--- config.mk ---
export PLATFORM = sky130hd
export DESIGN_NAME = integer_to_radix_ascii_unit_flat
export DESIGN_NICKNAME = d
export VERILOG_FILES = /design/src/hw/rtl/ita_pkg.sv /design/src/hw/rtl/ita_intf.sv /design/src/hw/rtl/ita_ram.sv /design/src/hw/rtl/ita_divider.sv /design/src/hw/rtl/integer_to_radix_ascii_unit.sv /design/src/flat_wrapper.sv
export SDC_FILE = /design/constraint.sdc
export NUM_CORES = 1
export LEC_CHECK = 0
export ABC_CLOCK_PERIOD_IN_PS = 7300
export BUFFER_PORTS_ARGS = -buffer_cell sky130_fd_sc_hd__buf_4
export CORE_UTILIZATION = 45
export CTS_BUF_LIST = sky130_fd_sc_hd__clkbuf_16
export DETAILED_ROUTE_END_ITERATION = 8
export MAX_ROUTING_LAYER = met4
export PLACE_DENSITY = 0.66
export SKIP_LAST_GASP = 1
export SYNTH_ARGS = -nofsm -noshare
export SYNTH_HDL_FRONTEND = slang
export SYNTH_SLANG_ARGS = --single-unit
export TNS_END_PERCENT = 50
--- constraint.sdc ---
create_clock -name clk_i -period 7.3 [get_ports clk_i]
set_clock_uncertainty 0.2 [all_clocks]
set_input_delay 1.46 -clock clk_i [delete_from_list [all_inputs] [get_ports clk_i]]
set_output_delay 1.46 -clock clk_i [all_outputs]
set_load 0.02 [all_outputs]
--- src/hw/rtl/ita_pkg.sv ---
// Package for the integer to radix ASCII unit.
// Holds shared constants, control structs, the sequencer state type and the digit map.
// No dependencies.
`default_nettype none

package ita_pkg;

  localparam int WORD_BITS_DEF  = 32;
  localparam int MAX_DIGITS_DEF = 32;

  localparam int RADIX_W = 6;
  localparam int DIGIT_W = 6;
  localparam int CHAR_W  = 8;

  localparam logic [RADIX_W-1:0] RADIX_RESET = 6'd10;
  localparam logic [RADIX_W-1:0] RADIX_MIN   = 6'd2;
  localparam logic [RADIX_W-1:0] RADIX_MAX   = 6'd36;
  localparam logic [RADIX_W-1:0] RADIX_DEC   = 6'd10;

  localparam logic [CHAR_W-1:0] CHAR_MINUS  = 8'h2d;
  localparam logic [CHAR_W-1:0] CHAR_ZERO   = 8'h30;
  localparam logic [CHAR_W-1:0] CHAR_LOWER  = 8'h61;
  localparam logic [DIGIT_W-1:0] DIGIT_TEN  = 6'd10;

  typedef enum logic [2:0] {
    ST_IDLE,
    ST_DIV,
    ST_READ,
    ST_LOAD,
    ST_SEND
  } ita_state_e;

  typedef struct packed {
    logic start;
  } div_ctrl_t;

  typedef struct packed {
    logic busy;
    logic done;
  } div_stat_t;

  function automatic logic [CHAR_W-1:0] digit_char(input logic [DIGIT_W-1:0] d);
    logic [CHAR_W-1:0] res;
    if (d < DIGIT_TEN) begin
      res = CHAR_ZERO + {2'b00, d};
    end else begin
      res = CHAR_LOWER + {2'b00, d - DIGIT_TEN};
    end
    return res;
  endfunction

  function automatic logic [RADIX_W-1:0] clamp_radix(input logic [RADIX_W-1:0] r);
    logic [RADIX_W-1:0] res;
    if (r < RADIX_MIN) begin
      res = RADIX_MIN;
    end else if (r > RADIX_MAX) begin
      res = RADIX_MAX;
    end else begin
      res = r;
    end
    return res;
  endfunction

endpackage

`default_nettype wire

--- src/hw/rtl/ita_intf.sv ---
// Handshake channels of the integer to radix ASCII unit: input value, radix write, output char.
// Depends on ita_pkg.
`default_nettype none

interface ita_value_if #(
  parameter int WORD_BITS = 32
) ();
  logic                        valid;
  logic                        ready;
  logic signed [WORD_BITS-1:0] value;

  modport source (output valid, output value, input ready);
  modport sink   (input valid, input value, output ready);
endinterface

interface ita_cfg_if
  import ita_pkg::*;
();
  logic               valid;
  logic               ready;
  logic [RADIX_W-1:0] radix;

  modport source (output valid, output radix, input ready);
  modport sink   (input valid, input radix, output ready);
endinterface

interface ita_char_if
  import ita_pkg::*;
();
  logic              valid;
  logic              ready;
  logic [CHAR_W-1:0] text_char;
  logic              last_char;

  modport source (output valid, output text_char, output last_char, input ready);
  modport sink   (input valid, input text_char, input last_char, output ready);
endinterface

`default_nettype wire

--- src/hw/rtl/ita_ram.sv ---
// Generic single write port, single read port RAM with registered read data.
// No dependencies.
`default_nettype none

module ita_ram #(
  parameter int WIDTH = 6,
  parameter int DEPTH = 32
) (
  input  wire logic                     clk_i,
  input  wire logic                     we_i,
  input  wire logic [$clog2(DEPTH)-1:0] waddr_i,
  input  wire logic [WIDTH-1:0]         wdata_i,
  input  wire logic [$clog2(DEPTH)-1:0] raddr_i,
  output      logic [WIDTH-1:0]         rdata_o
);

  logic [WIDTH-1:0] mem_q [DEPTH];

  always_ff @(posedge clk_i) begin
    if (we_i) begin
      mem_q[waddr_i] <= wdata_i;
    end
    rdata_o <= mem_q[raddr_i];
  end

endmodule

`default_nettype wire

--- src/hw/rtl/ita_divider.sv ---
// Bit-serial restoring divider: WORD_BITS-bit dividend by a 6-bit radix, one bit per cycle.
// Depends on ita_pkg.
`default_nettype none

module ita_divider import ita_pkg::*; #(
  parameter int WORD_BITS = WORD_BITS_DEF
) (
  input  wire logic                 clk_i,
  input  wire logic                 rst_ni,
  input  wire div_ctrl_t            ctrl_i,
  input  wire logic [WORD_BITS-1:0] dividend_i,
  input  wire logic [RADIX_W-1:0]   divisor_i,
  output      div_stat_t            stat_o,
  output      logic [WORD_BITS-1:0] quotient_o,
  output      logic [DIGIT_W-1:0]   remainder_o
);

  localparam int CNT_W = $clog2(WORD_BITS);

  logic                 busy_q, busy_d;
  logic                 done_q, done_d;
  logic [CNT_W-1:0]     cnt_q, cnt_d;
  logic [WORD_BITS-1:0] quot_q, quot_d;
  logic [DIGIT_W-1:0]   rem_q, rem_d;
  logic [RADIX_W-1:0]   div_q, div_d;
  logic [DIGIT_W:0]     trial;
  logic [DIGIT_W:0]     diff;
  logic                 ge;

  assign trial = {rem_q, quot_q[WORD_BITS-1]};
  assign ge    = trial >= {1'b0, div_q};
  assign diff  = trial - {1'b0, div_q};

  always_comb begin
    busy_d = busy_q;
    done_d = 1'b0;
    cnt_d  = cnt_q;
    quot_d = quot_q;
    rem_d  = rem_q;
    div_d  = div_q;
    if (ctrl_i.start) begin
      busy_d = 1'b1;
      cnt_d  = '0;
      quot_d = dividend_i;
      rem_d  = '0;
      div_d  = divisor_i;
    end else if (busy_q) begin
      quot_d = {quot_q[WORD_BITS-2:0], ge};
      rem_d  = ge ? diff[DIGIT_W-1:0] : trial[DIGIT_W-1:0];
      cnt_d  = cnt_q + 1'b1;
      if (cnt_q == CNT_W'(WORD_BITS - 1)) begin
        busy_d = 1'b0;
        done_d = 1'b1;
      end
    end
  end

  always_ff @(posedge clk_i or negedge rst_ni) begin
    if (!rst_ni) begin
      busy_q <= 1'b0;
      done_q <= 1'b0;
      cnt_q  <= '0;
    end else begin
      busy_q <= busy_d;
      done_q <= done_d;
      cnt_q  <= cnt_d;
    end
  end

  always_ff @(posedge clk_i) begin
    quot_q <= quot_d;
    rem_q  <= rem_d;
    div_q  <= div_d;
  end

  assign stat_o.busy  = busy_q;
  assign stat_o.done  = done_q;
  assign quotient_o   = quot_q;
  assign remainder_o  = rem_q;

  a_done_after_busy: assert property (@(posedge clk_i) disable iff (!rst_ni)
    done_q |-> $past(busy_q))
    else $error("divider done without a running division");

  a_not_busy_when_done: assert property (@(posedge clk_i) disable iff (!rst_ni)
    done_q |-> !busy_q)
    else $error("divider busy while reporting done");

  a_remainder_below_divisor: assert property (@(posedge clk_i) disable iff (!rst_ni)
    done_q |-> (rem_q < div_q))
    else $error("remainder not below divisor");

endmodule

`default_nettype wire

--- src/hw/rtl/integer_to_radix_ascii_unit.sv ---
// Integer to radix ASCII unit: one signed value in, its text in the configured radix out.
// Each digit takes one full division; the stored digits are then read back and sent, after any minus sign.
// One item is converted at a time.
// The shared bit-serial divider sets the rate; input is not ready until the last char leaves.
// Reset: radix returns to 10, sequencer idle, no output pending; digit store is not cleared.
// Depends on ita_pkg, ita_intf, ita_ram and ita_divider.
`default_nettype none

module integer_to_radix_ascii_unit import ita_pkg::*; #(
  parameter int WORD_BITS  = WORD_BITS_DEF,
  parameter int MAX_DIGITS = MAX_DIGITS_DEF
) (
  input wire logic   clk_i,
  input wire logic   rst_ni,
  ita_value_if.sink  in_if,
  ita_cfg_if.sink    cfg_if,
  ita_char_if.source out_if
);

  localparam int AW = $clog2(MAX_DIGITS);
  localparam int CW = $clog2(MAX_DIGITS + 1);

  ita_state_e state_q, state_d;

  logic [RADIX_W-1:0] radix_q;
  logic [RADIX_W-1:0] eff_radix_q, eff_radix_d;
  logic               signed_q, signed_d;
  logic [CW-1:0]      count_q, count_d;
  logic [CW-1:0]      emit_q, emit_d;
  logic [CW-1:0]      count_inc;
  logic [CW-1:0]      limit;
  logic [CW-1:0]      rd_pos;
  logic               out_valid_q, out_valid_d;
  logic [CHAR_W-1:0]  out_char_q, out_char_d;
  logic               out_last_q, out_last_d;
  logic               out_sign_q, out_sign_d;

  logic [WORD_BITS-1:0] in_bits;
  logic [WORD_BITS-1:0] magnitude;
  logic                 in_neg;
  logic [RADIX_W-1:0]   in_radix;

  div_ctrl_t            div_ctrl;
  div_stat_t            div_stat;
  logic [WORD_BITS-1:0] div_dividend;
  logic [WORD_BITS-1:0] div_quot;
  logic [DIGIT_W-1:0]   div_rem;

  logic                 ram_we;
  logic [DIGIT_W-1:0]   ram_rdata;

  assign in_bits   = in_if.value;
  assign in_neg    = in_bits[WORD_BITS-1];
  assign magnitude = in_neg ? (~in_bits + 1'b1) : in_bits;
  assign in_radix  = clamp_radix(radix_q);

  assign count_inc = count_q + 1'b1;
  assign limit     = signed_q ? CW'(MAX_DIGITS - 1) : CW'(MAX_DIGITS);
  assign rd_pos    = count_q - 1'b1 - emit_q;

  assign cfg_if.ready = 1'b1;

  always_ff @(posedge clk_i or negedge rst_ni) begin
    if (!rst_ni) begin
      radix_q <= RADIX_RESET;
    end else if (cfg_if.valid) begin
      radix_q <= cfg_if.radix;
    end
  end

  always_comb begin
    state_d          = state_q;
    eff_radix_d      = eff_radix_q;
    signed_d         = signed_q;
    count_d          = count_q;
    emit_d           = emit_q;
    out_valid_d      = out_valid_q;
    out_char_d       = out_char_q;
    out_last_d       = out_last_q;
    out_sign_d       = out_sign_q;
    div_ctrl.start   = 1'b0;
    div_dividend     = div_quot;
    ram_we           = 1'b0;
    in_if.ready      = 1'b0;

    unique case (state_q)
      ST_IDLE: begin
        in_if.ready = 1'b1;
        if (in_if.valid) begin
          eff_radix_d    = in_radix;
          signed_d       = in_neg && (in_radix == RADIX_DEC);
          count_d        = '0;
          div_ctrl.start = 1'b1;
          div_dividend   = magnitude;
          state_d        = ST_DIV;
        end
      end
      ST_DIV: begin
        if (div_stat.done) begin
          ram_we  = 1'b1;
          count_d = count_inc;
          emit_d  = '0;
          if ((div_quot != '0) && (count_inc < limit)) begin
            div_ctrl.start = 1'b1;
          end else if (signed_q) begin
            out_valid_d = 1'b1;
            out_char_d  = CHAR_MINUS;
            out_last_d  = 1'b0;
            out_sign_d  = 1'b1;
            state_d     = ST_SEND;
          end else begin
            state_d = ST_READ;
          end
        end
      end
      ST_READ: begin
        state_d = ST_LOAD;
      end
      ST_LOAD: begin
        out_valid_d = 1'b1;
        out_char_d  = digit_char(ram_rdata);
        out_last_d  = (emit_q + 1'b1) == count_q;
        out_sign_d  = 1'b0;
        state_d     = ST_SEND;
      end
      ST_SEND: begin
        if (out_if.ready) begin
          out_valid_d = 1'b0;
          if (out_last_q) begin
            state_d = ST_IDLE;
          end else begin
            if (!out_sign_q) begin
              emit_d = emit_q + 1'b1;
            end
            state_d = ST_READ;
          end
        end
      end
      default: begin
        state_d = ST_IDLE;
      end
    endcase
  end

  always_ff @(posedge clk_i or negedge rst_ni) begin
    if (!rst_ni) begin
      state_q     <= ST_IDLE;
      count_q     <= '0;
      emit_q      <= '0;
      out_valid_q <= 1'b0;
      signed_q    <= 1'b0;
      out_sign_q  <= 1'b0;
      out_last_q  <= 1'b0;
    end else begin
      state_q     <= state_d;
      count_q     <= count_d;
      emit_q      <= emit_d;
      out_valid_q <= out_valid_d;
      signed_q    <= signed_d;
      out_sign_q  <= out_sign_d;
      out_last_q  <= out_last_d;
    end
  end

  always_ff @(posedge clk_i) begin
    eff_radix_q <= eff_radix_d;
    out_char_q  <= out_char_d;
  end

  ita_divider #(
    .WORD_BITS (WORD_BITS)
  ) u_divider (
    .clk_i       (clk_i),
    .rst_ni      (rst_ni),
    .ctrl_i      (div_ctrl),
    .dividend_i  (div_dividend),
    .divisor_i   (div_ctrl.start && (state_q == ST_IDLE) ? in_radix : eff_radix_q),
    .stat_o      (div_stat),
    .quotient_o  (div_quot),
    .remainder_o (div_rem)
  );

  ita_ram #(
    .WIDTH (DIGIT_W),
    .DEPTH (MAX_DIGITS)
  ) u_digit_store (
    .clk_i   (clk_i),
    .we_i    (ram_we),
    .waddr_i (count_q[AW-1:0]),
    .wdata_i (div_rem),
    .raddr_i (rd_pos[AW-1:0]),
    .rdata_o (ram_rdata)
  );

  assign out_if.valid     = out_valid_q;
  assign out_if.text_char = out_char_q;
  assign out_if.last_char = out_last_q;

  a_no_input_while_sending: assert property (@(posedge clk_i) disable iff (!rst_ni)
    out_valid_q |-> !in_if.ready)
    else $error("input ready while an item is pending at the output");

  a_count_bounded: assert property (@(posedge clk_i) disable iff (!rst_ni)
    count_q <= CW'(MAX_DIGITS))
    else $error("digit count beyond store depth");

  a_done_only_in_div: assert property (@(posedge clk_i) disable iff (!rst_ni)
    div_stat.done |-> (state_q == ST_DIV))
    else $error("divider result outside digit generation");

  a_last_returns_idle: assert property (@(posedge clk_i) disable iff (!rst_ni)
    (out_valid_q && out_if.ready && out_last_q) |=> (state_q == ST_IDLE))
    else $error("sequencer not idle after final char");

  a_emit_below_count: assert property (@(posedge clk_i) disable iff (!rst_ni)
    (state_q == ST_READ) |-> (emit_q < count_q))
    else $error("read beyond generated digits");

endmodule

`default_nettype wire

--- src/flat_wrapper.sv ---
// flat-port wrapper written by rule: the top's interface ports become plain ports
module integer_to_radix_ascii_unit_flat import ita_pkg::*;
#(
  parameter int WORD_BITS  = WORD_BITS_DEF,
  parameter int MAX_DIGITS = MAX_DIGITS_DEF
)
  (clk_i, rst_ni, in_if_valid, in_if_value, in_if_ready, cfg_if_valid, cfg_if_radix, cfg_if_ready, out_if_valid, out_if_text_char, out_if_last_char, out_if_ready);
  ita_value_if #(.WORD_BITS(WORD_BITS)) in_if_i ();
  ita_cfg_if cfg_if_i ();
  ita_char_if out_if_i ();
  input wire logic clk_i;
  input wire logic rst_ni;
  input wire logic [$bits(in_if_i.valid)-1:0] in_if_valid;
  input wire logic [$bits(in_if_i.value)-1:0] in_if_value;
  output wire logic [$bits(in_if_i.ready)-1:0] in_if_ready;
  input wire logic [$bits(cfg_if_i.valid)-1:0] cfg_if_valid;
  input wire logic [$bits(cfg_if_i.radix)-1:0] cfg_if_radix;
  output wire logic [$bits(cfg_if_i.ready)-1:0] cfg_if_ready;
  output wire logic [$bits(out_if_i.valid)-1:0] out_if_valid;
  output wire logic [$bits(out_if_i.text_char)-1:0] out_if_text_char;
  output wire logic [$bits(out_if_i.last_char)-1:0] out_if_last_char;
  input wire logic [$bits(out_if_i.ready)-1:0] out_if_ready;
  assign in_if_i.valid = in_if_valid;
  assign in_if_i.value = in_if_value;
  assign in_if_ready = in_if_i.ready;
  assign cfg_if_i.valid = cfg_if_valid;
  assign cfg_if_i.radix = cfg_if_radix;
  assign cfg_if_ready = cfg_if_i.ready;
  assign out_if_valid = out_if_i.valid;
  assign out_if_text_char = out_if_i.text_char;
  assign out_if_last_char = out_if_i.last_char;
  assign out_if_i.ready = out_if_ready;
  integer_to_radix_ascii_unit #(.WORD_BITS(WORD_BITS), .MAX_DIGITS(MAX_DIGITS)) u_core (.clk_i(clk_i), .rst_ni(rst_ni), .in_if(in_if_i), .cfg_if(cfg_if_i), .out_if(out_if_i));
endmodule
==> results by stage, run 1 <==
Layout:
- The filler cells instantiated in the layout total 2449.
- In the final layout, the share of cells above drive strength 1 is 24.5%.
- Summing all multi-input logic gate instances after layout gives 4480 µm².
- The largest register by flop count is u_core.u_digit_store.mem_q.
- The number of flip-flops under the largest register name is 192.
- The final layout contains 975 nets.
- The sequential cells in the finished layout cover a total of 8370 µm².
- In the layout the commonest cells are 244 x edfxtp_1, 62 x buf_4, 60 x nor2_1, 60 x mux4_2, 52 x nand2_1.
- Compared with the post-synthesis result, the final layout area differs by 13.3%.
- 0 antenna diodes ended up in the layout.
- With fillers left out, the area of the finished cells amounts to 14900 µm².
- The most common cell after layout, fill and taps aside is edfxtp_1.
- The post-layout utilization of the core is 51.8%.

Place:
- Routability-driven placement finished with a final weighted congestion of 0.820.
- The detailed placer's ending HPWL is 16600 µm.
- The number of input and output port buffers inserted is 53.
- The area after detailed placement is 13900 µm².

Setup path:
- The kind of start point of the critical path is a register.
- The worst setup path is of the reg -> reg kind.
- The critical path data arrival time is 4.21 ns.
- The highest net fanout along the worst path is 49.
- STA classifies the critical path endpoint as a register.
- Data on the critical path is required at its endpoint by 7.39 ns.
- The critical path goes through nand3_1 > nor3_1 > xor2_1 > ha_1 > a211oi_2 > a21oi_1 > inv_2 > mux2_2.
- The setup check on the worst reg-to-reg path leaves a slack of 3.18 ns.
- For this run, the slowest stage of the critical path takes 0.78 ns.
- The number of cells on the worst reg-to-reg path is 8.
- In this run the critical register-to-register path is launched from u_core.count_q[2]$_DFFE_PN0P_.
- The buffer and inverter count on the worst path is 1.
- The worst register-to-register path ends at u_core.u_divider.quotient_o[19]$_DFFE_PP_.
- The slowest stage of the critical path belongs to the cell dfrtp_1.
- The kind of cell with the highest combined delay on the critical path is flip-flops.

STA:
- Hold is met by 0.292 ns.
- The share of the clock period used by the worst path is 56.4%.
- The max-slew violation count is 0.
- The post-route minimum period is 4.12 ns.
- The slew at the pin closest to its max-slew limit is 1.16 ns.
- The hold violation count in the final report is 0.
- After routing, the total negative slack on setup checks comes to 0 ns.
- Setup repair after global routing left no endpoint under its margin.
- The final setup violation count is 0.
- For this run, the top clock speed supported by timing is 0.243 GHz.
- In this run the tightest slew margin relative to its limit is 21.6%.

Worst hold path:
- Along the worst hold path, the cell count comes to 1.
- The worst hold path terminates at u_core.out_if.valid$_DFFE_PN0P_.
- In this run the most critical hold path is launched from u_core.out_if.valid$_DFFE_PN0P_.
- The type of the tightest min-delay check is reg -> reg.

Die:
- The floorplan step defined a die boundary enclosing 29800 µm².
- The die outline height is 173 µm.
- The floorplan step defined a core boundary enclosing 28700 µm².
- The number of rows in the core area is 62.
- The I/O pin count is 55.
- Once the floorplan was initialized, standard cells occupied 45.7% of the core.
- The horizontal die dimension is 173 µm.

Clock network:
- The post-CTS resize count is 0.
- The TritonCTS sink count is 288.
- CTS built an H-tree with a depth of 1.
- The clock-pin transition on the worst setup and hold timing paths is 0.06 ns.
- The clock tree root buffer cell is clkbuf_16.
- In this run the deepest clock path goes through 3 buffers.
- The number of buffers inserted by post-CTS setup repair is 0.
- The insertion delay to the later sink of the worst-skew pair is 0.55 ns.
- The cts-stage hold buffer count is 0.
- The number of CTS-inserted buffers is 30.
- The clock tree from TritonCTS is built.

Power and ir drop:
- For this design the total switching power over the nets is 0.642 mW.
- The clock power share is 43.5%.
- The worst-case IR drop observed on VDD is 0.168 mV.
- The internal power of the cells totals 2.62 mW.
- The share of total power dissipated in combinational logic is 2.3%.
- The switching share of power is 19.7%.
- In this run the static leakage power is 5.08 nW.
- The share of total power dissipated in sequential elements is 54.3%.
- The power density over the cells is 219 nW/µm².

Logic synthesis:
- In this run, synthesis produced a sequential element count of 288.
- Synthesis produced a netlist whose cell count is 842.
- The cell area after synthesis is 13100 µm².
- The synthesized netlist devotes 3.05% of its cell area to adder and majority cells.
- By area, the combinational part of the netlist is dominated by multiplexers.
- Synthesis instantiated 65 different standard cells from the library.
- The sequential element share of the synthesized area is 63.9%.
- During synthesis, Yosys emitted a total of 0 warnings.
- After synthesis, the mean cell area works out to 15.6 µm².
- The simple-gate share of the synthesized area is 7.17%.
- The portion of synthesized area spent on multiplexers is 14.8%.
- The net count after synthesis is 915.
- The compound-gate portion of the synthesized area is 5.14%.
- The predominant post-synthesis flop cell is edfxtp_1.
- For this run, asynchronously set or reset flops after synthesis account for 11.1%.
- Counting flops with a built-in enable in the synthesized netlist gives 244.
- The synthesized netlist devotes 3.81% of its cell area to XOR and XNOR gates.

Global route:
- The first global-routing pass estimated 39900 µm of wire.
- The combined global-route utilization of all metal layers is 17.5%.
- The global-route track usage on met3 is 2.22%.
- The met2 track demand over resource in global routing is 27.8%.
- The number of antenna violations at the first check in global routing is 0.
- Entering global routing, the biggest net connects 50 pins.
- After global routing the overflow that remains totals 0.
- For met1 alone, demand over resource in global routing was 24.2%.
- The most used routing layer in global routing is met2.
- The number of global-route vias before repair came to 7107.

Status:
- The flow ran to the end, and the final reports show no timing, DRC or antenna violations.

Drt:
- The number of vias per cell after detailed routing is 5.44.
- In the routed design, unresolved DRC markers number 0.
- Dividing the detail-routed wire length by the instance count gives 19.0 µm.
- The overall routed net length is 24900 µm.
- The count of antenna-violating nets left after detailed routing is 0.
- The number of violations reported at the end of detailed-routing iteration 0 is 603.
- The total via count after detailed routing is 7123.
- The number of search-and-repair iterations in the first detailed-routing pass is 5.

Job:
- The number of maximum-capacitance constraint violations is 0.
[cell usage after synthesis (3+ instances only)]
cell type | n | share of area, %
dfxtp_1 | 12 | 1.8
o21ai_1 | 7 | 0.27
o31ai_2 | 3 | 0.29
inv_1 | 33 | 0.94
mux4_2 | 60 | 10
nand3b_1 | 4 | 0.23
edfxtp_1 | 244 | 56
nand3_1 | 11 | 0.42
xnor2_1 | 48 | 3.2
nor2_1 | 60 | 1.7
xor2_1 | 9 | 0.60
nand4_1 | 7 | 0.33
ha_1 | 28 | 2.7
mux2_2 | 33 | 2.8
nand2_1 | 52 | 1.5
buf_1 | 4 | 0.11
mux2i_1 | 7 | 0.53
o41ai_2 | 5 | 0.62
a21oi_1 | 15 | 0.57
nor4_1 | 9 | 0.43
nor3_2 | 3 | 0.23
o31ai_1 | 10 | 0.57
nor2b_1 | 6 | 0.29
mux2_1 | 10 | 0.86
buf_2 | 9 | 0.34
a211oi_1 | 5 | 0.29
a22o_1 | 4 | 0.27
clkbuf_1 | 18 | 0.52
and3_1 | 4 | 0.19
dfrtp_1 | 30 | 5.7
a31oi_1 | 4 | 0.19
or3_1 | 6 | 0.29
nor3b_1 | 3 | 0.17
o21a_1 | 5 | 0.29
o21ai_0 | 22 | 0.84
a21o_1 | 5 | 0.29
nor3_1 | 9 | 0.34
[worst max path at each step]
stage,startpoint,end,slack [ns],depth (start not counted)
2_1_floorplan,in_if_valid,u_core.u_divider.quotient_o[0]$_DFFE_PP_,1.98,6
3_3_place_gp,u_core.count_q[2]$_DFFE_PN0P_,u_core.u_divider.quotient_o[16]$_DFFE_PP_,3.28,8
3_5_place_dp,u_core.count_q[2]$_DFFE_PN0P_,u_core.u_divider.quotient_o[8]$_DFFE_PP_,3.22,8
4_1_cts,u_core.count_q[2]$_DFFE_PN0P_,u_core.u_divider.quotient_o[8]$_DFFE_PP_,3.20,8
5_1_grt,u_core.count_q[2]$_DFFE_PN0P_,u_core.u_divider.quotient_o[15]$_DFFE_PP_,2.88,8
6_report,u_core.count_q[2]$_DFFE_PN0P_,u_core.u_divider.quotient_o[19]$_DFFE_PP_,3.18,8
[kinds of logic (layout without fill, tap and decap cells)]
logic type / count (synthesis) / count (layout)
buffers and inverters: 69 / 153
flip-flops: 288 / 288
AND/OR/NAND/NOR: 189 / 189
multiplexers: 112 / 112
XOR/XNOR: 57 / 57
adder cells (fa/ha/maj): 31 / 31
AO/OA/AOI/OAI: 95 / 95
other: 1 / 1
[power by group through the flow]
stage / logic [mW] / registers (mW) / clock network (mW)
final: 0.0733 / 1.77 / 1.42
after global routing: 0.0808 / 1.77 / 1.51
after CTS: 0.0739 / 1.77 / 1.44
after detailed placement: 0.0739 / 1.80 / 0
after global placement: 0.0730 / 1.80 / 0
after floorplan: 0.0368 / 1.80 / 0
[metal layers]
layer / vias up / share of wire [%]
met1: 3559 / 46
met4: 0 / 2.1
met5: - / 0
met3: 39 / 3.9
li1: 3372 / -
met2: 153 / 48
[area by class of cell]
| class | count | area share [%] |
|---|---|---|
| sequential | 288 | 56.4 |
| multi-input combinational | 485 | 30.2 |
| clock buffer | 30 | 5.05 |
| tap | 384 | 3.23 |
| timing repair buffer | 62 | 3.13 |
| clock inverter | 26 | 1.19 |
| inverter | 35 | 0.884 |
[metrics by stage]
stage	cells	setup WS (ns)	total power, mW
final	1310	3.18	3.26
after global routing	1310	2.88	3.36
after CTS	1310	3.20	3.29
after detailed placement	1254	3.22	1.88
after global placement	1254	3.28	1.88
after floorplan	842	1.98	1.84
Power figures use the tool's default switching activity.
==> run 2: changes to the inputs <==
Settings changed: ABC_CLOCK_PERIOD_IN_PS 7300 to 3600, PLACE_DENSITY 0.66 to 0.69.
Clock period 7.3 ns to 3.6 ns, I/O delays scaled along.
==> run 2 against run 1 <==
Net effect: sequential share of layout area decreased by 0.26 points; sequential power rose by 100%; sequential cell count did not move; design area increased by 0.47%; count of clock-buffer cells in the layout shrank 1; cell count increased by 0.92%; die area unchanged; total power is 98% higher; non-clock buffer count grew 14; fmax grew 21%; largest cell class unchanged; largest power group unchanged.
==> results by stage, run 2 (synthesis results as in run 1) <==
Layout:
- The layout overhead on the synthesized area came to 13.8% (was 13.3%).
- The number of nets in the final layout was 988 (was 975).
- The most common cell after layout, fill and taps aside is edfxtp_1 (unchanged).
- The post-layout utilization of the core came to 52.0% (was 51.8%).
- The final instance count without filler cells was 1322 (was 1310).
- The fraction of layout instances using a drive strength above 1 is 25.7% (was 24.5%).
- The number of flip-flops under the largest register name is 192 (unchanged).
- The largest register by flop count is u_core.u_digit_store.mem_q (unchanged).
- The number of diodes is 0 (unchanged).
- Most frequent cells in the layout: 244 x edfxtp_1, 73 x buf_4, 60 x nor2_1, 60 x mux4_2, 52 x nand2_1 (was 244 x edfxtp_1, 62 x buf_4, 60 x nor2_1, 60 x mux4_2, 52 x nand2_1).

Drt:
- The number of search-and-repair iterations in the first detailed-routing pass was 5 (unchanged).
- The post-detailed-route DRC marker count is 0 (unchanged).
- The overall routed net length is 25000 µm (was 24900 µm).
- The count of antenna-violating nets left after detailed routing is 0 (unchanged).
- The detail-routed net length per standard cell is 18.9 µm (was 19.0 µm).
- The total via count after detailed routing is 7166 (was 7123).
- The number of violations reported at the end of detailed-routing iteration 0 is 460 (was 603).
- The number of vias per cell after detailed routing was 5.42 (was 5.44).

Setup path:
- The critical path data arrival time is 3.50 ns (was 4.21 ns).
- The kind of critical path is reg -> reg (unchanged).
- The kind of start point of the critical path is a register (unchanged).
- The element type at the critical path end is a register (unchanged).
- The setup slack of the most critical reg-to-reg path is 0.19 ns (was 3.18 ns).
- The maximum single-stage delay on the critical path is 0.46 ns (was 0.78 ns).
- The highest net fanout along the worst path is 31 (was 49).
- The number of cells traversed by the worst register-to-register path is 11 (was 8).
- The cell occurring most often along the worst timing path is ha_1.
- The end of the critical path is u_core.u_divider.quotient_o[25]$_DFFE_PP_ (was u_core.u_divider.quotient_o[19]$_DFFE_PP_).
- The critical path data required time is 3.69 ns (was 7.39 ns).
- Cells along the critical path: ha_1 > xor2_1 > ha_1 > a21o_1 > a31oi_1 > o21ai_1 > a211oi_2 > a21oi_1 > inv_2 > buf_4 > mux2_2 (was nand3_1 > nor3_1 > xor2_1 > ha_1 > a211oi_2 > a21oi_1 > inv_2 > mux2_2).
- The worst-path cell with the longest stage delay is dfrtp_1 (unchanged).
- The reg-to-reg critical path startpoint is u_core.count_q[1]$_DFFE_PN0P_ (was u_core.count_q[2]$_DFFE_PN0P_).
- The worst setup path startpoint is u_core.count_q[1]$_DFFE_PN0P_ (was u_core.count_q[2]$_DFFE_PN0P_).
- The endpoint of the lowest-slack register-to-register path is u_core.u_divider.quotient_o[25]$_DFFE_PP_ (was u_core.u_divider.quotient_o[19]$_DFFE_PP_).

Global route:
- The number of antenna violations at the first check in global routing is 0 (unchanged).
- The largest net degree at the start of global routing came to 50 (unchanged).
- The global-route congestion overflow total is 0 (unchanged).
- The number of global-route vias before repair is 7254 (was 7107).
- The combined global-route utilization of all metal layers was 17.5% (about the same).
- The wire length of the first global-routing pass is 39700 µm (was 39900 µm).

Job:
- The number of maximum-capacitance constraint violations is 0 (unchanged).

STA:
- The post-route minimum period came to 3.41 ns (was 4.12 ns).
- Unrepaired setup endpoints after global routing: yes (was no).
- The worst-case headroom to the max-slew limit came to 33.1% (was 21.6%).
- The hold violation count in the final report came to 0 (unchanged).
- The max-slew violation count came to 0 (unchanged).
- The highest clock rate came to 0.294 GHz (was 0.243 GHz).
- The slew at the pin closest to its max-slew limit is 0.997 ns (was 1.16 ns).
- The share of the clock period used by the worst path is 94.6% (was 56.4%).
- The final setup violation count was 0 (unchanged).

Status:
- Outcome: finished clean (unchanged).

Power and ir drop:
- The switching power summed over all nets came to 1.31 mW (was 0.642 mW).
- The clock power share is 41.9% (was 43.5%).
- The worst vdd rail ir drop is 0.343 mV (was 0.168 mV).
- The share of power burned in registers came to 55.7% (was 54.3%).
- The leakage component of the power is 5.12 nW (was 5.08 nW).
- The cell-internal power came to 5.12 mW (was 2.62 mW).
- The overall power is 6.44 mW (was 3.26 mW).
- The relative contribution of combinational cells to total power is 2.4% (was 2.3%).
- The power density over the cells is 431 nW/µm² (was 219 nW/µm²).
- The switching share of power came to 20.4% (was 19.7%).

Clock network:
- The clock tree root buffer cell is clkbuf_16 (unchanged).
- The clock tree from TritonCTS is built (unchanged).
- The TritonCTS sink count is 288 (unchanged).
- The maximum clock insertion buffer count is 3 (unchanged).
- The insertion delay to the later sink of the worst-skew pair came to 0.55 ns (about the same).
- The clock-pin transition on the worst setup and hold timing paths came to 0.06 ns (about the same).
- The number of CTS-inserted buffers is 29 (was 30).
- The number of levels in the clock H-tree is 1 (unchanged).

Die:
- The initial core utilization is 45.7% (unchanged).
- The die outline height is 173 µm (unchanged).
- The number of rows in the core area is 62 (unchanged).
- The I/O pin count is 55 (unchanged).
- The core area is 28700 µm² (unchanged).
- The horizontal die dimension is 173 µm (unchanged).
- The overall die area is 29800 µm² (unchanged).

Worst hold path:
- The hold path startpoint is cfg_if_radix[5] (was u_core.out_if.valid$_DFFE_PN0P_).
- The type of the tightest min-delay check is in -> reg (was reg -> reg).

Place:
- The number of placed instances, taps included is 1267 (was 1254).
- The detailed placer's ending HPWL is 16700 µm (was 16600 µm).
- The weighted congestion reported at the end of routability-driven placement is 0.769 (was 0.820).
- The number of input and output port buffers inserted is 53 (unchanged).
[run 2: routing by layer]
metal,up-vias,wire length (µm),GRT usage (%)
met2,169,11700,27.2
met1,3564,11500,24.3
met5,-,0,-
met3,40,1200,2.42
met4,0,567,4.42
li1,3393,-,-
[run 2: critical path, delay by kind of cell, from the launching register on]
| kind | cells | cell delay [ns] |
|---|---|---|
| AOI/OAI and AO/OA | 5 | 0.86 |
| adders and majority gates | 2 | 0.55 |
| buffers and inverters | 2 | 0.52 |
| DFF | 1 | 0.46 |
| muxes | 1 | 0.39 |
| xor gates and xnor gates | 1 | 0.16 |
[run 2: timing repair]
item	4_1_cts	5_1_grt
buffers inserted	0	0
endpoints found under the hold margin	30	0
hold buffers	1	0
resized for setup	0	0
setup endpoints to repair	0	35
[run 2: worst min-delay path by stage]
| stage | cells past startpoint | slack [ns] | end |
|---|---|---|---|
| 2_1_floorplan | 0 | 0.22 | u_core.count_q[0]$_DFFE_PN0P_ |
| 3_3_place_gp | 1 | 0.28 | u_core.out_if.valid$_DFFE_PN0P_ |
| 5_1_grt | 2 | 0.20 | u_core.radix_q[3]$_DFFE_PN1P_ |
| 6_report | 3 | 0.21 | u_core.radix_q[5]$_DFFE_PN0P_ |
| 4_1_cts | 2 | 0.19 | u_core.radix_q[0]$_DFFE_PN0P_ |
| 3_5_place_dp | 1 | 0.28 | u_core.out_if.valid$_DFFE_PN0P_ |
[run 2: power groups by stage]
stage               combinational [mW]  clock, mW  sequential (mW)
finish                           0.152       2.70             3.59
global route                     0.166       2.87             3.59
CTS                              0.153       2.76             3.59
detailed placement               0.151          0             3.66
global placement                 0.149          0             3.66
floorplan                       0.0747          0             3.65
[run 2: through the flow]
stage / instance area [µm²] / setup slack (ns) / hold WS, ns / TNS, ns
finish: 14900 / 0.194 / 0.207 / 0
CTS: 14900 / 0.178 / 0.188 / 0
global route: 14900 / -0.0398 / 0.200 / -1.19
detailed placement: 14100 / 0.166 / 0.282 / 0
global placement: 14100 / 0.230 / 0.277 / 0
floorplan: 13100 / 0.194 / 0.224 / 0
[run 2: layout make-up]
cell class	instances	area, µm²
flip-flops and latches	288	8370
inverters	35	131
fillers	2372	13800
clock buffers	29	726
well taps	384	480
multi-input cells	485	4490
repair buffers	76	598
clock inverters	25	131
==> run 3: changes to the inputs <==
Settings changed: REMOVE_ABC_BUFFERS set to 1.
==> run 3 against run 2 <==
Net effect: sequential cell count unchanged; utilization grew 0.24 points; design area grew 0.45%; critical endpoint is now u_core.u_divider.quotient_o[11]$_DFFE_PP_; largest power group unchanged.
==> results by stage, run 3 (synthesis results as in run 1) <==
Clock network:
- The insertion delay to the later sink of the worst-skew pair is 0.55 ns (about the same).
- The maximum clock insertion buffer count is 3 (unchanged).
- The TritonCTS sink count came to 288 (unchanged).
- The clock-pin transition on the worst setup and hold timing paths is 0.06 ns (about the same).
- The number of CTS-inserted buffers is 29 (unchanged).
- The number of levels in the clock H-tree is 1 (unchanged).
- The clock tree from TritonCTS is built (unchanged).
- The clock tree root buffer cell is clkbuf_16 (unchanged).

Global route:
- The number of antenna violations at the first check in global routing came to 0 (unchanged).
- The combined global-route utilization of all metal layers is 18.0% (was 17.5%).
- The wire length of the first global-routing pass is 40700 µm (was 39700 µm).
- The largest net degree at the start of global routing is 49 (was 50).
- The global-route congestion overflow total was 0 (unchanged).
- The number of global-route vias before repair is 7315 (was 7254).

Drt:
- The count of antenna-violating nets left after detailed routing is 0 (unchanged).
- The post-detailed-route DRC marker count came to 0 (unchanged).
- The met1 wire length is 11700 µm (was 11500 µm).
- The number of vias per cell after detailed routing is 5.46 (was 5.42).
- The overall routed net length is 25600 µm (was 25000 µm).
- The detail-routed net length per standard cell was 19.3 µm (was 18.9 µm).
- The sum of met3 wire segment lengths after detailed routing is 1170 µm (was 1200 µm).
- The number of violations reported at the end of detailed-routing iteration 0 was 581 (was 460).
- The number of search-and-repair iterations in the first detailed-routing pass is 6 (was 5).
- The highest routed metal layer is met4 (unchanged).
- The total via count after detailed routing is 7224 (was 7166).
- The wire length on met2 is 12000 µm (was 11700 µm).

Status:
- Outcome: finished clean (unchanged).

Layout:
- The post-layout utilization of the core is 52.2% (was 52.0%).
- The layout overhead on the synthesized area is 14.4% (was 13.8%).
- The number of flip-flops under the largest register name is 192 (unchanged).
- The number of inserted filler cells in the final layout is 2360 (was 2372).
- The largest register by flop count is u_core.u_digit_store.mem_q (unchanged).
- The multi-input combinational cell area is 4480 µm² (was 4490 µm²).
- The flip-flop and latch area came to 8370 µm² (unchanged).
- The number of nets in the final layout is 990 (was 988).
- Most frequent cells in the layout: 244 x edfxtp_1, 73 x buf_4, 60 x nor2_1, 60 x mux4_2, 52 x nand2_1 (unchanged).
- The fraction of layout instances using a drive strength above 1 came to 25.5% (was 25.7%).
- The most common cell after layout, fill and taps aside is edfxtp_1 (unchanged).
- The number of diodes is 0 (unchanged).

Power and ir drop:
- The leakage component of the power is 5.13 nW (was 5.12 nW).
- The power density over the cells is 437 nW/µm² (was 431 nW/µm²).
- The worst vdd rail ir drop is 0.323 mV (was 0.343 mV).

STA:
- The share of the clock period used by the worst path is 92.6% (was 94.6%).
- The final setup violation count was 0 (unchanged).
- The slew at the pin closest to its max-slew limit came to 1.10 ns (was 0.997 ns).
- The hold violation count in the final report came to 0 (unchanged).
- The worst-case headroom to the max-slew limit is 26.8% (was 33.1%).
- The max-slew violation count is 0 (unchanged).
- The post-route minimum period is 3.33 ns (was 3.41 ns).
- The highest clock rate came to 0.300 GHz (was 0.294 GHz).
- The smallest hold slack is 0.214 ns (was 0.207 ns).
- Unrepaired setup endpoints after global routing: no (was yes).
- The post-route setup TNS is 0 ns (unchanged).

Die:
- The I/O pin count came to 55 (unchanged).
- The horizontal die dimension came to 173 µm (unchanged).
- The number of rows in the core area is 62 (unchanged).
- The initial core utilization was 45.7% (unchanged).
- The overall die area is 29800 µm² (unchanged).
- The core area is 28700 µm² (unchanged).
- The die outline height is 173 µm (unchanged).

Setup path:
- The setup slack of the most critical reg-to-reg path is 0.27 ns (was 0.19 ns).
- The highest net fanout along the worst path is 21 (was 31).
- The worst-path cell with the longest stage delay is dfrtp_1 (unchanged).
- The number of cells traversed by the worst register-to-register path was 11 (unchanged).
- The kind of critical path is reg -> reg (unchanged).
- The critical path data arrival time came to 3.42 ns (was 3.50 ns).
- The cell occurring most often along the worst timing path is ha_1 (unchanged).
- The endpoint of the lowest-slack register-to-register path is u_core.u_divider.quotient_o[11]$_DFFE_PP_ (was u_core.u_divider.quotient_o[25]$_DFFE_PP_).
- The maximum single-stage delay on the critical path is 0.48 ns (was 0.46 ns).
- The element type at the critical path end is a register (unchanged).
- Cells along the critical path: ha_1 > xor2_1 > ha_1 > a21o_1 > a31oi_1 > o21ai_1 > a211oi_2 > a21oi_2 > inv_2 > buf_4 > mux2_2 (was ha_1 > xor2_1 > ha_1 > a21o_1 > a31oi_1 > o21ai_1 > a211oi_2 > a21oi_1 > inv_2 > buf_4 > mux2_2).
- The reg-to-reg critical path startpoint is u_core.count_q[0]$_DFFE_PN0P_ (was u_core.count_q[1]$_DFFE_PN0P_).
- The kind of start point of the critical path is a register (unchanged).
- The critical path data required time came to 3.69 ns (about the same).

Worst hold path:
- The sink of the worst hold path is u_core.radix_q[4]$_DFFE_PN0P_ (was u_core.radix_q[5]$_DFFE_PN0P_).
- The type of the tightest min-delay check is in -> reg (unchanged).
- The count of cells along the worst hold path was 2 (was 3).
- The hold path startpoint is cfg_if_radix[4] (was cfg_if_radix[5]).

Place:
- The detailed placer's ending HPWL is 17000 µm (was 16700 µm).
- The weighted congestion reported at the end of routability-driven placement is 0.799 (was 0.769).
- The number of input and output port buffers inserted came to 53 (unchanged).

Job:
- The number of maximum-capacitance constraint violations is 0 (unchanged).
## run 3: cell count changes in the layout (fill, tap and decap cells not counted), sizes merged
cell and change:
buf +2, bufinv +2, clkinv -3, clkinvlp +2, inv -1
## run 3: routing by layer
layer	global-route usage, %	up-vias
li1	-	3405
met4	5.46	0
met1	25.1	3581
met2	27.6	195
met3	2.35	43
met5	-	-
## run 3: repair_timing
| item | CTS | global route |
|---|---|---|
| setup buffers | 0 | 0 |
| hold buffers | 1 | 0 |
| hold endpoints to repair | 30 | 0 |
| gates resized for setup | 0 | 1 |
| setup endpoints to repair | 0 | 32 |
## run 3: worst max path at each step
stage	from	to	slack, ns	cells past startpoint
after CTS	u_core.count_q[0]$_DFFE_PN0P_	u_core.u_divider.quotient_o[13]$_DFFE_PP_	0.14	12
after detailed placement	u_core.count_q[0]$_DFFE_PN0P_	u_core.u_divider.quotient_o[8]$_DFFE_PP_	0.15	12
after floorplan	u_core.count_q[0]$_DFFE_PN0P_	u_core.u_divider.quotient_o[0]$_DFFE_PP_	-1.65	10
after global routing	u_core.count_q[0]$_DFFE_PN0P_	u_core.u_divider.quotient_o[11]$_DFFE_PP_	0.08	11
after global placement	u_core.count_q[0]$_DFFE_PN0P_	u_core.u_divider.quotient_o[5]$_DFFE_PP_	0.23	12
final	u_core.count_q[0]$_DFFE_PN0P_	u_core.u_divider.quotient_o[11]$_DFFE_PP_	0.27	11
## run 3: stage by stage
step / instance area (µm²) / worst slack, ns / cells / power [mW]
after global routing: 15000 / 0.0843 / 1324 / 6.73
final: 15000 / 0.267 / 1324 / 6.55
after detailed placement: 14100 / 0.147 / 1269 / 3.80
after CTS: 15000 / 0.142 / 1324 / 6.61
after global placement: 14100 / 0.231 / 1269 / 3.80
after floorplan: 13000 / -1.65 / 808 / 3.72
## run 3: power by group
| group | internal (mW) | switching, mW |
|---|---|---|
| combinational | 0.0742 | 0.0744 |
| clock | 1.60 | 1.21 |
| sequential | 3.58 | 0.00615 |
## run 3: cell type report
class	instances	share of cell area, %
Sequential cell	288	55.8
Multi-Input combinational cell	485	29.9
Clock buffer	29	4.84
Timing Repair Buffer	78	4.26
Tap cell	384	3.20
Clock inverter	25	1.08
Inverter	35	0.876
## run 3: critical path, delay by kind of cell, from the launching register on
family	cells	cell delay, ns
AOI/OAI and AO/OA	5	0.89
adders and majority gates	2	0.60
DFF	1	0.48
muxes	1	0.37
buffers and inverters	2	0.36
xor gates and xnor gates	1	0.16
